**src/s4p_pkg.sv**
```systemverilog
// package with item types, codes and helpers for the socks4 request parser
`timescale 1ns / 1ps
package s4p_pkg;

	localparam logic [15:0] LIMIT_RESET = 16'd512;
	localparam logic [15:0] HEADER_LAST = 16'd7;

	localparam logic [2:0] PH_HEADER = 3'd0;
	localparam logic [2:0] PH_USERID = 3'd1;
	localparam logic [2:0] PH_HOST = 3'd2;
	localparam logic [2:0] PH_FORWARD = 3'd3;
	localparam logic [2:0] PH_ERROR = 3'd4;

	localparam logic [2:0] K_FORWARD = 3'd0;
	localparam logic [2:0] K_REPLY = 3'd1;
	localparam logic [2:0] K_HOSTBYTE = 3'd2;
	localparam logic [2:0] K_CONNECT = 3'd3;
	localparam logic [2:0] K_ERROR = 3'd4;

	localparam logic [1:0] E_NONE = 2'd0;
	localparam logic [1:0] E_COMMAND = 2'd1;
	localparam logic [1:0] E_PORT = 2'd2;
	localparam logic [1:0] E_LENGTH = 2'd3;

	localparam logic [7:0] REPLY_GRANTED = 8'h5A;
	localparam logic [7:0] REPLY_REJECTED = 8'h5B;
	localparam logic [7:0] CMD_CONNECT = 8'h01;
	localparam logic [2:0] REPLY_LAST = 3'd7;
	localparam logic [2:0] REPLY_CODE_POS = 3'd1;

	typedef struct packed {
		logic       operation;
		logic [7:0] data_byte;
		logic       connect_ok;
	} in_item_t;

	typedef struct packed {
		logic [2:0]  kind;
		logic [7:0]  byte_value;
		logic [15:0] dest_port;
		logic [31:0] dest_ipv4;
		logic        uses_hostname;
		logic [1:0]  error_code;
		logic        last;
	} out_item_t;

	// what one input item leaves for the output side
	typedef struct packed {
		logic       emit;
		logic       reply;
		logic [7:0] reply_code;
		logic       tail_error;
		out_item_t  item;
	} burst_t;

	function automatic out_item_t reply_item(input logic [2:0] idx, input logic [7:0] code,
		input logic tail);
		out_item_t r;
		r = '0;
		r.kind = K_REPLY;
		r.byte_value = (idx == REPLY_CODE_POS) ? code : 8'h00;
		r.last = (idx == REPLY_LAST) && !tail;
		return r;
	endfunction

	function automatic out_item_t error_item(input logic [1:0] code);
		out_item_t r;
		r = '0;
		r.kind = K_ERROR;
		r.error_code = code;
		r.last = 1'b1;
		return r;
	endfunction

endpackage

```
**src/s4p_parse.sv**
```systemverilog
// request parser: handshake state and the result decision for one item
`timescale 1ns / 1ps
module s4p_parse import s4p_pkg::*; (
	input  logic        clk,
	input  logic        arst_n,
	input  logic        go,
	input  in_item_t    item,
	input  logic [15:0] limit,
	output burst_t      burst
);

	logic [2:0]  phase_q, phase_d;
	logic [15:0] count_q, count_d;
	logic [7:0]  command_q, command_d;
	logic [15:0] port_q, port_d;
	logic [31:0] addr_q, addr_d;
	logic        over;
	logic        bump;
	out_item_t   single;

	assign over = count_q >= limit;

	always_comb begin
		phase_d = phase_q;
		command_d = command_q;
		port_d = port_q;
		addr_d = addr_q;
		bump = 1'b0;
		burst = '0;
		single = '0;
		single.last = 1'b1;
		if (phase_q >= PH_ERROR) begin
			burst = '0;
		end else if (item.operation) begin
			burst.emit = 1'b1;
			burst.reply = 1'b1;
			burst.reply_code = item.connect_ok ? REPLY_GRANTED : REPLY_REJECTED;
		end else begin
			unique case (phase_q)
				PH_FORWARD: begin
					single.kind = K_FORWARD;
					single.byte_value = item.data_byte;
					burst.emit = 1'b1;
					burst.item = single;
				end
				PH_HEADER: begin
					bump = 1'b1;
					if (count_q == 16'd1)
						command_d = item.data_byte;
					else if (count_q == 16'd2 || count_q == 16'd3)
						port_d = {port_q[7:0], item.data_byte};
					else if (count_q >= 16'd4 && count_q <= HEADER_LAST)
						addr_d = {addr_q[23:0], item.data_byte};
					if (count_q == HEADER_LAST && command_q != CMD_CONNECT) begin
						burst.emit = 1'b1;
						burst.reply = 1'b1;
						burst.reply_code = REPLY_REJECTED;
						burst.tail_error = 1'b1;
						phase_d = PH_ERROR;
					end else if (count_q == HEADER_LAST && port_q == 16'd0) begin
						burst.emit = 1'b1;
						burst.item = error_item(E_PORT);
						phase_d = PH_ERROR;
					end else begin
						if (count_q == HEADER_LAST)
							phase_d = PH_USERID;
						if (over) begin
							burst.emit = 1'b1;
							burst.item = error_item(E_LENGTH);
							phase_d = PH_ERROR;
						end
					end
				end
				PH_USERID: begin
					bump = 1'b1;
					if (item.data_byte == 8'h00 && |addr_q[31:8]) begin
						single.kind = K_CONNECT;
						single.dest_port = port_q;
						single.dest_ipv4 = addr_q;
						burst.emit = 1'b1;
						burst.item = single;
						phase_d = PH_FORWARD;
					end else begin
						if (item.data_byte == 8'h00)
							phase_d = PH_HOST;
						if (over) begin
							burst.emit = 1'b1;
							burst.item = error_item(E_LENGTH);
							phase_d = PH_ERROR;
						end
					end
				end
				PH_HOST: begin
					bump = 1'b1;
					if (item.data_byte == 8'h00) begin
						single.kind = K_CONNECT;
						single.dest_port = port_q;
						single.uses_hostname = 1'b1;
						burst.item = single;
						phase_d = PH_FORWARD;
					end else if (over) begin
						burst.item = error_item(E_LENGTH);
						phase_d = PH_ERROR;
					end else begin
						single.kind = K_HOSTBYTE;
						single.byte_value = item.data_byte;
						burst.item = single;
					end
					burst.emit = 1'b1;
				end
				default: begin
					burst = '0;
				end
			endcase
		end
		count_d = (bump && count_q != 16'hFFFF) ? count_q + 16'd1 : count_q;
	end

	always_ff @(posedge clk or negedge arst_n) begin
		if (!arst_n) begin
			phase_q <= PH_HEADER;
			count_q <= '0;
			command_q <= '0;
			port_q <= '0;
			addr_q <= '0;
		end else if (go) begin
			phase_q <= phase_d;
			count_q <= count_d;
			command_q <= command_d;
			port_q <= port_d;
			addr_q <= addr_d;
		end
	end

endmodule

```
**src/s4p_emit.sv**
```systemverilog
// output register and reply burst sequencer
`timescale 1ns / 1ps
module s4p_emit import s4p_pkg::*; (
	input  logic      clk,
	input  logic      arst_n,
	input  logic      load,
	input  burst_t    burst,
	output logic      free,
	output logic      out_valid,
	input  logic      out_stall,
	output out_item_t out_item
);

	logic       valid_q;
	out_item_t  out_q;
	logic       rep_q;
	logic [2:0] idx_q;
	logic [7:0] code_q;
	logic       tail_q;
	logic       take;

	assign take = valid_q && !out_stall;
	assign free = !valid_q || (take && out_q.last);
	assign out_valid = valid_q;
	assign out_item = out_q;

	always_ff @(posedge clk or negedge arst_n) begin
		if (!arst_n) begin
			valid_q <= 1'b0;
			rep_q <= 1'b0;
		end else if (free) begin
			valid_q <= load && burst.emit;
			rep_q <= load && burst.emit && burst.reply;
		end else if (take && rep_q && idx_q == REPLY_LAST) begin
			rep_q <= 1'b0;
		end
	end

	always_ff @(posedge clk) begin
		if (free) begin
			if (load && burst.emit) begin
				idx_q <= '0;
				code_q <= burst.reply_code;
				tail_q <= burst.tail_error;
				out_q <= burst.reply ? reply_item(3'd0, burst.reply_code, burst.tail_error)
					: burst.item;
			end
		end else if (take && rep_q) begin
			if (idx_q != REPLY_LAST) begin
				idx_q <= idx_q + 3'd1;
				out_q <= reply_item(idx_q + 3'd1, code_q, tail_q);
			end else begin
				out_q <= error_item(E_COMMAND);
			end
		end
	end

endmodule

```
**src/socks4_request_parser.sv**
```systemverilog
// top level of the socks4 / socks4a connect request parser
// an accepted item is registered in item_s1, parsed, and its first result is registered in out_q
// throughput: one item per cycle for items with at most one result, while out_stall is low
// a connect outcome or rejected command holds input until its 8 or 9 result items are taken
// reset clears phase, the byte counter and header fields; limit_q resets to 512
`timescale 1ns / 1ps
module socks4_request_parser import s4p_pkg::*; (
	input  logic        clk,
	input  logic        arst_n,
	input  logic        in_valid,
	output logic        in_stall,
	input  in_item_t    in_item,
	output logic        out_valid,
	input  logic        out_stall,
	output out_item_t   out_item,
	input  logic        cfg_valid,
	output logic        cfg_ready,
	input  logic [15:0] cfg_data
);

	logic [15:0] limit_q;
	logic        valid_s1;
	in_item_t    item_s1;
	logic        free;
	logic        consume;
	burst_t      burst;

	assign cfg_ready = 1'b1;
	assign consume = valid_s1 && free;
	assign in_stall = valid_s1 && !free;

	always_ff @(posedge clk or negedge arst_n) begin
		if (!arst_n) begin
			limit_q <= LIMIT_RESET;
			valid_s1 <= 1'b0;
		end else begin
			if (cfg_valid && cfg_ready)
				limit_q <= cfg_data;
			if (in_valid && !in_stall)
				valid_s1 <= 1'b1;
			else if (consume)
				valid_s1 <= 1'b0;
		end
	end

	always_ff @(posedge clk) begin
		if (in_valid && !in_stall)
			item_s1 <= in_item;
	end

	s4p_parse u_parse (
		.clk    (clk),
		.arst_n (arst_n),
		.go     (consume),
		.item   (item_s1),
		.limit  (limit_q),
		.burst  (burst)
	);

	s4p_emit u_emit (
		.clk       (clk),
		.arst_n    (arst_n),
		.load      (consume),
		.burst     (burst),
		.free      (free),
		.out_valid (out_valid),
		.out_stall (out_stall),
		.out_item  (out_item)
	);

endmodule

```
**config.mk**
```make
export PLATFORM = sky130hd
export DESIGN_NAME = socks4_request_parser
export DESIGN_NICKNAME = d
export VERILOG_FILES = /design/src/s4p_pkg.sv /design/src/s4p_parse.sv /design/src/s4p_emit.sv /design/src/socks4_request_parser.sv
export SDC_FILE = /design/constraint.sdc
export NUM_CORES = 1
export LEC_CHECK = 0
export BUFFER_PORTS_ARGS = -buffer_cell sky130_fd_sc_hd__buf_4
export CAP_MARGIN = 20
export CORE_ASPECT_RATIO = 0.75
export CORE_MARGIN = 2
export CORE_UTILIZATION = 24
export DETAILED_ROUTE_END_ITERATION = 6
export MAX_ROUTING_LAYER = met4
export SYNTH_ARGS = -nofsm -noshare
export SYNTH_HDL_FRONTEND = slang
export SYNTH_SLANG_ARGS = --single-unit
```
**constraint.sdc**
```tcl
create_clock -name clk -period 16.1 [get_ports clk]
set_input_delay 0.805 -clock clk [delete_from_list [all_inputs] [get_ports clk]]
set_output_delay 0.805 -clock clk [all_outputs]
set_load 0.05 [all_outputs]
```
==> flow_summary.yaml <==
global_route:
  grt_use_total_pct: 11.45
  grt_pass1_wl_um: 28600
  antenna_found_initial: 0
  grt_max_degree: 64
  grt_overflow: 0
  grt_pass1_vias: 4866
clock_tree:
  clk_pin_slew_ns: 0.07
  clockBufferDepth: 2
  cts_setup_buffers: 0
  tritoncts: "done"
  insertion_delay_ns: 0.43
  cts_resized: 0
  cts_hold_buf: 0
  cts_buffers: 17
  cts_sinks: 173
  h-tree-depth: 4
  cts_root_buf: "clkbuf_16"
pwr:
  power_frac_seq_pct: 42.7
  p_int_mw: 1.034
  pwr_density_cell_nw_per_um2: 181.0
  p_comb_share_pct: 33.8
  irDropWorstVdd_mv: 0.08014
  pwr-share-clk_pct: 23.4
  p_sw_share_pct: 39.31
  p_leak_nw: 4.181
  power.switching_mw: 0.6696
synthesis:
  syn-instance-count: 594
  syn_area_per_cell_um2: 12.96
  synth_cell_types: 63
  synth_edf_count: 79
  ys_async_sr_fraction_pct: 54.34
  syn_area_um2: 7696
  synth.yosys.seq_area_share_pct: 61.40
  synthFlopType: "dfrtp_1"
  synth_seq_cells: 173
  synth_fp_nets: 649
  yosys_warnings: 0
critical_path:
  cp_max_fo: 63
  crit_required_ns: 16.15
  startpoint_type: "flip-flop"
  arrival_ns: 3.44
  worstSetupPathType: "reg2reg"
  crit_path_end_kind: "flip-flop"
placed_design:
  place_area_um2: 8838
  io_buffers: 95
  dp.final_hpwl_um: 12890
  gp_congestion: 0.8682
sta:
  period_share_pct: 21.06
  finalSetupViolations: 0
  grt_setup_unrepaired: "false"
  finalMaxSlewViolations: 0
  hold_viol_final: 0
  setup_tns_ns: 0
  worst_pin_slew_ns: 0.9897
  relSlewSlack_pct: 34.02
  max_freq_mhz: 295.0
  skew_ns: 0.01657
  fin_crit_ns: 3.390
die:
  dieArea_um2: 33530
  die_h_um: 159.1
  pin_count: 97
  start_util_pct: 24.52
  core_um2: 31390
  die_w_um: 210.8
  rows: 56
finish:
  diodes: 0
  drive_gt1_share_pct: 28.77
  syn_to_final_growth_pct: 22.31
  postLayoutCellArea_um2: 9413
  nets: 744
routing:
  via_per_inst: 4.462
  drtIter0Drc: 452
  first_pass_iters: 5
  ant_nets: 0
  num_vias: 4944
  wl_um: 18240
  wl_per_cell_um: 16.46
  route.detailed.drc: 0
flow_run:
  drv_cap: 0
outcome:
  status: "finished clean"
min_path:
  hold_path.class: "in2async"
==> flip-flops by register name, indices dropped and copies added (netlist names), 3 cells and up <==
signal             count
u_emit.idx_q           3
u_parse.command_q      8
u_emit.out_item       63
u_parse.addr_q        32
u_parse.phase_q        3
item_s1               10
u_parse.port_q        16
limit_q               16
u_parse.count_q       16
==> synth_stat cells (3+ instances only) <==
| library cell | n | area, um^2 |
|---|---|---|
| buf_2 | 3 | 15.01 |
| and3_1 | 39 | 244.0 |
| mux2_2 | 44 | 495.5 |
| nand2_1 | 44 | 165.2 |
| clkbuf_1 | 16 | 60.06 |
| nor3_1 | 9 | 45.04 |
| inv_1 | 26 | 97.59 |
| ha_1 | 24 | 300.3 |
| and2_1 | 26 | 162.7 |
| edfxtp_1 | 79 | 2372 |
| o21a_1 | 5 | 37.54 |
| or2_2 | 4 | 25.02 |
| dfrtp_1 | 93 | 2327 |
| a21oi_1 | 10 | 50.05 |
| nor2_1 | 19 | 71.32 |
| o21ai_0 | 32 | 160.2 |
| xnor2_1 | 13 | 113.9 |
| xor2_1 | 3 | 26.28 |
| a21o_1 | 3 | 22.52 |
| and4_1 | 5 | 43.79 |
| nor4_1 | 20 | 125.1 |
| mux2_4 | 10 | 150.1 |
| nand3_1 | 10 | 50.05 |
| nand4_1 | 8 | 50.05 |
==> placed cells by master (no fill, tap or decap), drive strengths merged, types with 24 or more instances in the layout <==
master / instances
and3: 39
edfxtp: 79
mux2: 54
inv: 31
ha: 24
dfrtp: 93
and2: 27
buf: 99
nand2: 46
o21ai: 32
==> per-stage QoR <==
stage	instances	worst slack [ns]	total power, mW	hold slack [ns]	utilization [%]
detailed placement	1075	12.75	1.314	0.4854	28.16
global route	1108	12.45	1.794	0.3774	29.99
global placement	1075	12.85	1.307	0.4819	28.16
CTS	1107	12.73	1.719	0.3633	29.96
finish	1108	12.71	1.703	0.3613	29.99
floorplan	594	10.69	1.124	0.4595	-
==> power by group through the flow <==
| stage | Clock (mW) | Combinational, mW | Sequential, mW |
|---|---|---|---|
| after global placement | 0 | 0.573 | 0.734 |
| final | 0.399 | 0.577 | 0.728 |
| after detailed placement | 0 | 0.578 | 0.736 |
| after global routing | 0.427 | 0.622 | 0.746 |
| after floorplan | 0 | 0.257 | 0.867 |
| after CTS | 0.409 | 0.581 | 0.730 |
==> final timing paths <==
kind / startpoint / to / slack [ns] / cells past startpoint
setup / recovery: u_parse.count_q[15] / u_emit.out_item[6] / 12.71 / 7
hold / removal: arst_n / u_parse.port_q[15] / 0.36 / 1
min in group clk: u_parse.command_q[0] / u_parse.command_q[0] / 0.50 / 1
hold reg to reg: u_parse.command_q[0] / u_parse.command_q[0] / 0.50 / 1
setup reg to reg: u_parse.count_q[15] / u_emit.out_item[6] / 12.71 / 7
max in group asynchronous: arst_n / u_parse.count_q[11] / 14.60 / 2
==> cells by family (layout without fill, tap and decap cells) <==
kind of cell | after synthesis | after routing | synth area share (%)
simple gates | 206 | 206 | 15.72
buf+inv | 49 | 157 | 2.731
fa+ha+maj | 24 | 24 | 3.902
compound gates | 71 | 71 | 5.983
other cells | 1 | 1 | 0.04873
mux | 54 | 54 | 8.389
xor+xnor | 16 | 16 | 1.821
flops | 173 | 173 | 61.40
==> worst max-delay path: stages (launching register included) <==
cell	delay [ns]
dfrtp_1	0.42
or4_4	0.59
nor4_4	0.38
a21boi_0	0.42
or2_2	0.19
o22ai_1	0.14
a21oi_4	0.16
buf_4	0.68
==> area by class of cell <==
class / instances / area, um^2
fill: 3227 / 21980
sequential: 173 / 4726
multi-input combinational: 372 / 2771
timing repair buffer: 99 / 743.2
tap: 406 / 508.0
clock buffer: 19 / 432.9
clock inverter: 13 / 133.9
inverter: 26 / 97.59
==> per-layer routing <==
metal,global-route usage [%],up-vias,share of wire [%]
met3,3.728,17,6.2
met5,-,-,0
met2,15.44,140,41
li1,-,2357,-
met4,2.817,0,1.1
met1,16.39,2430,51
Power figures use the tool's default switching activity.
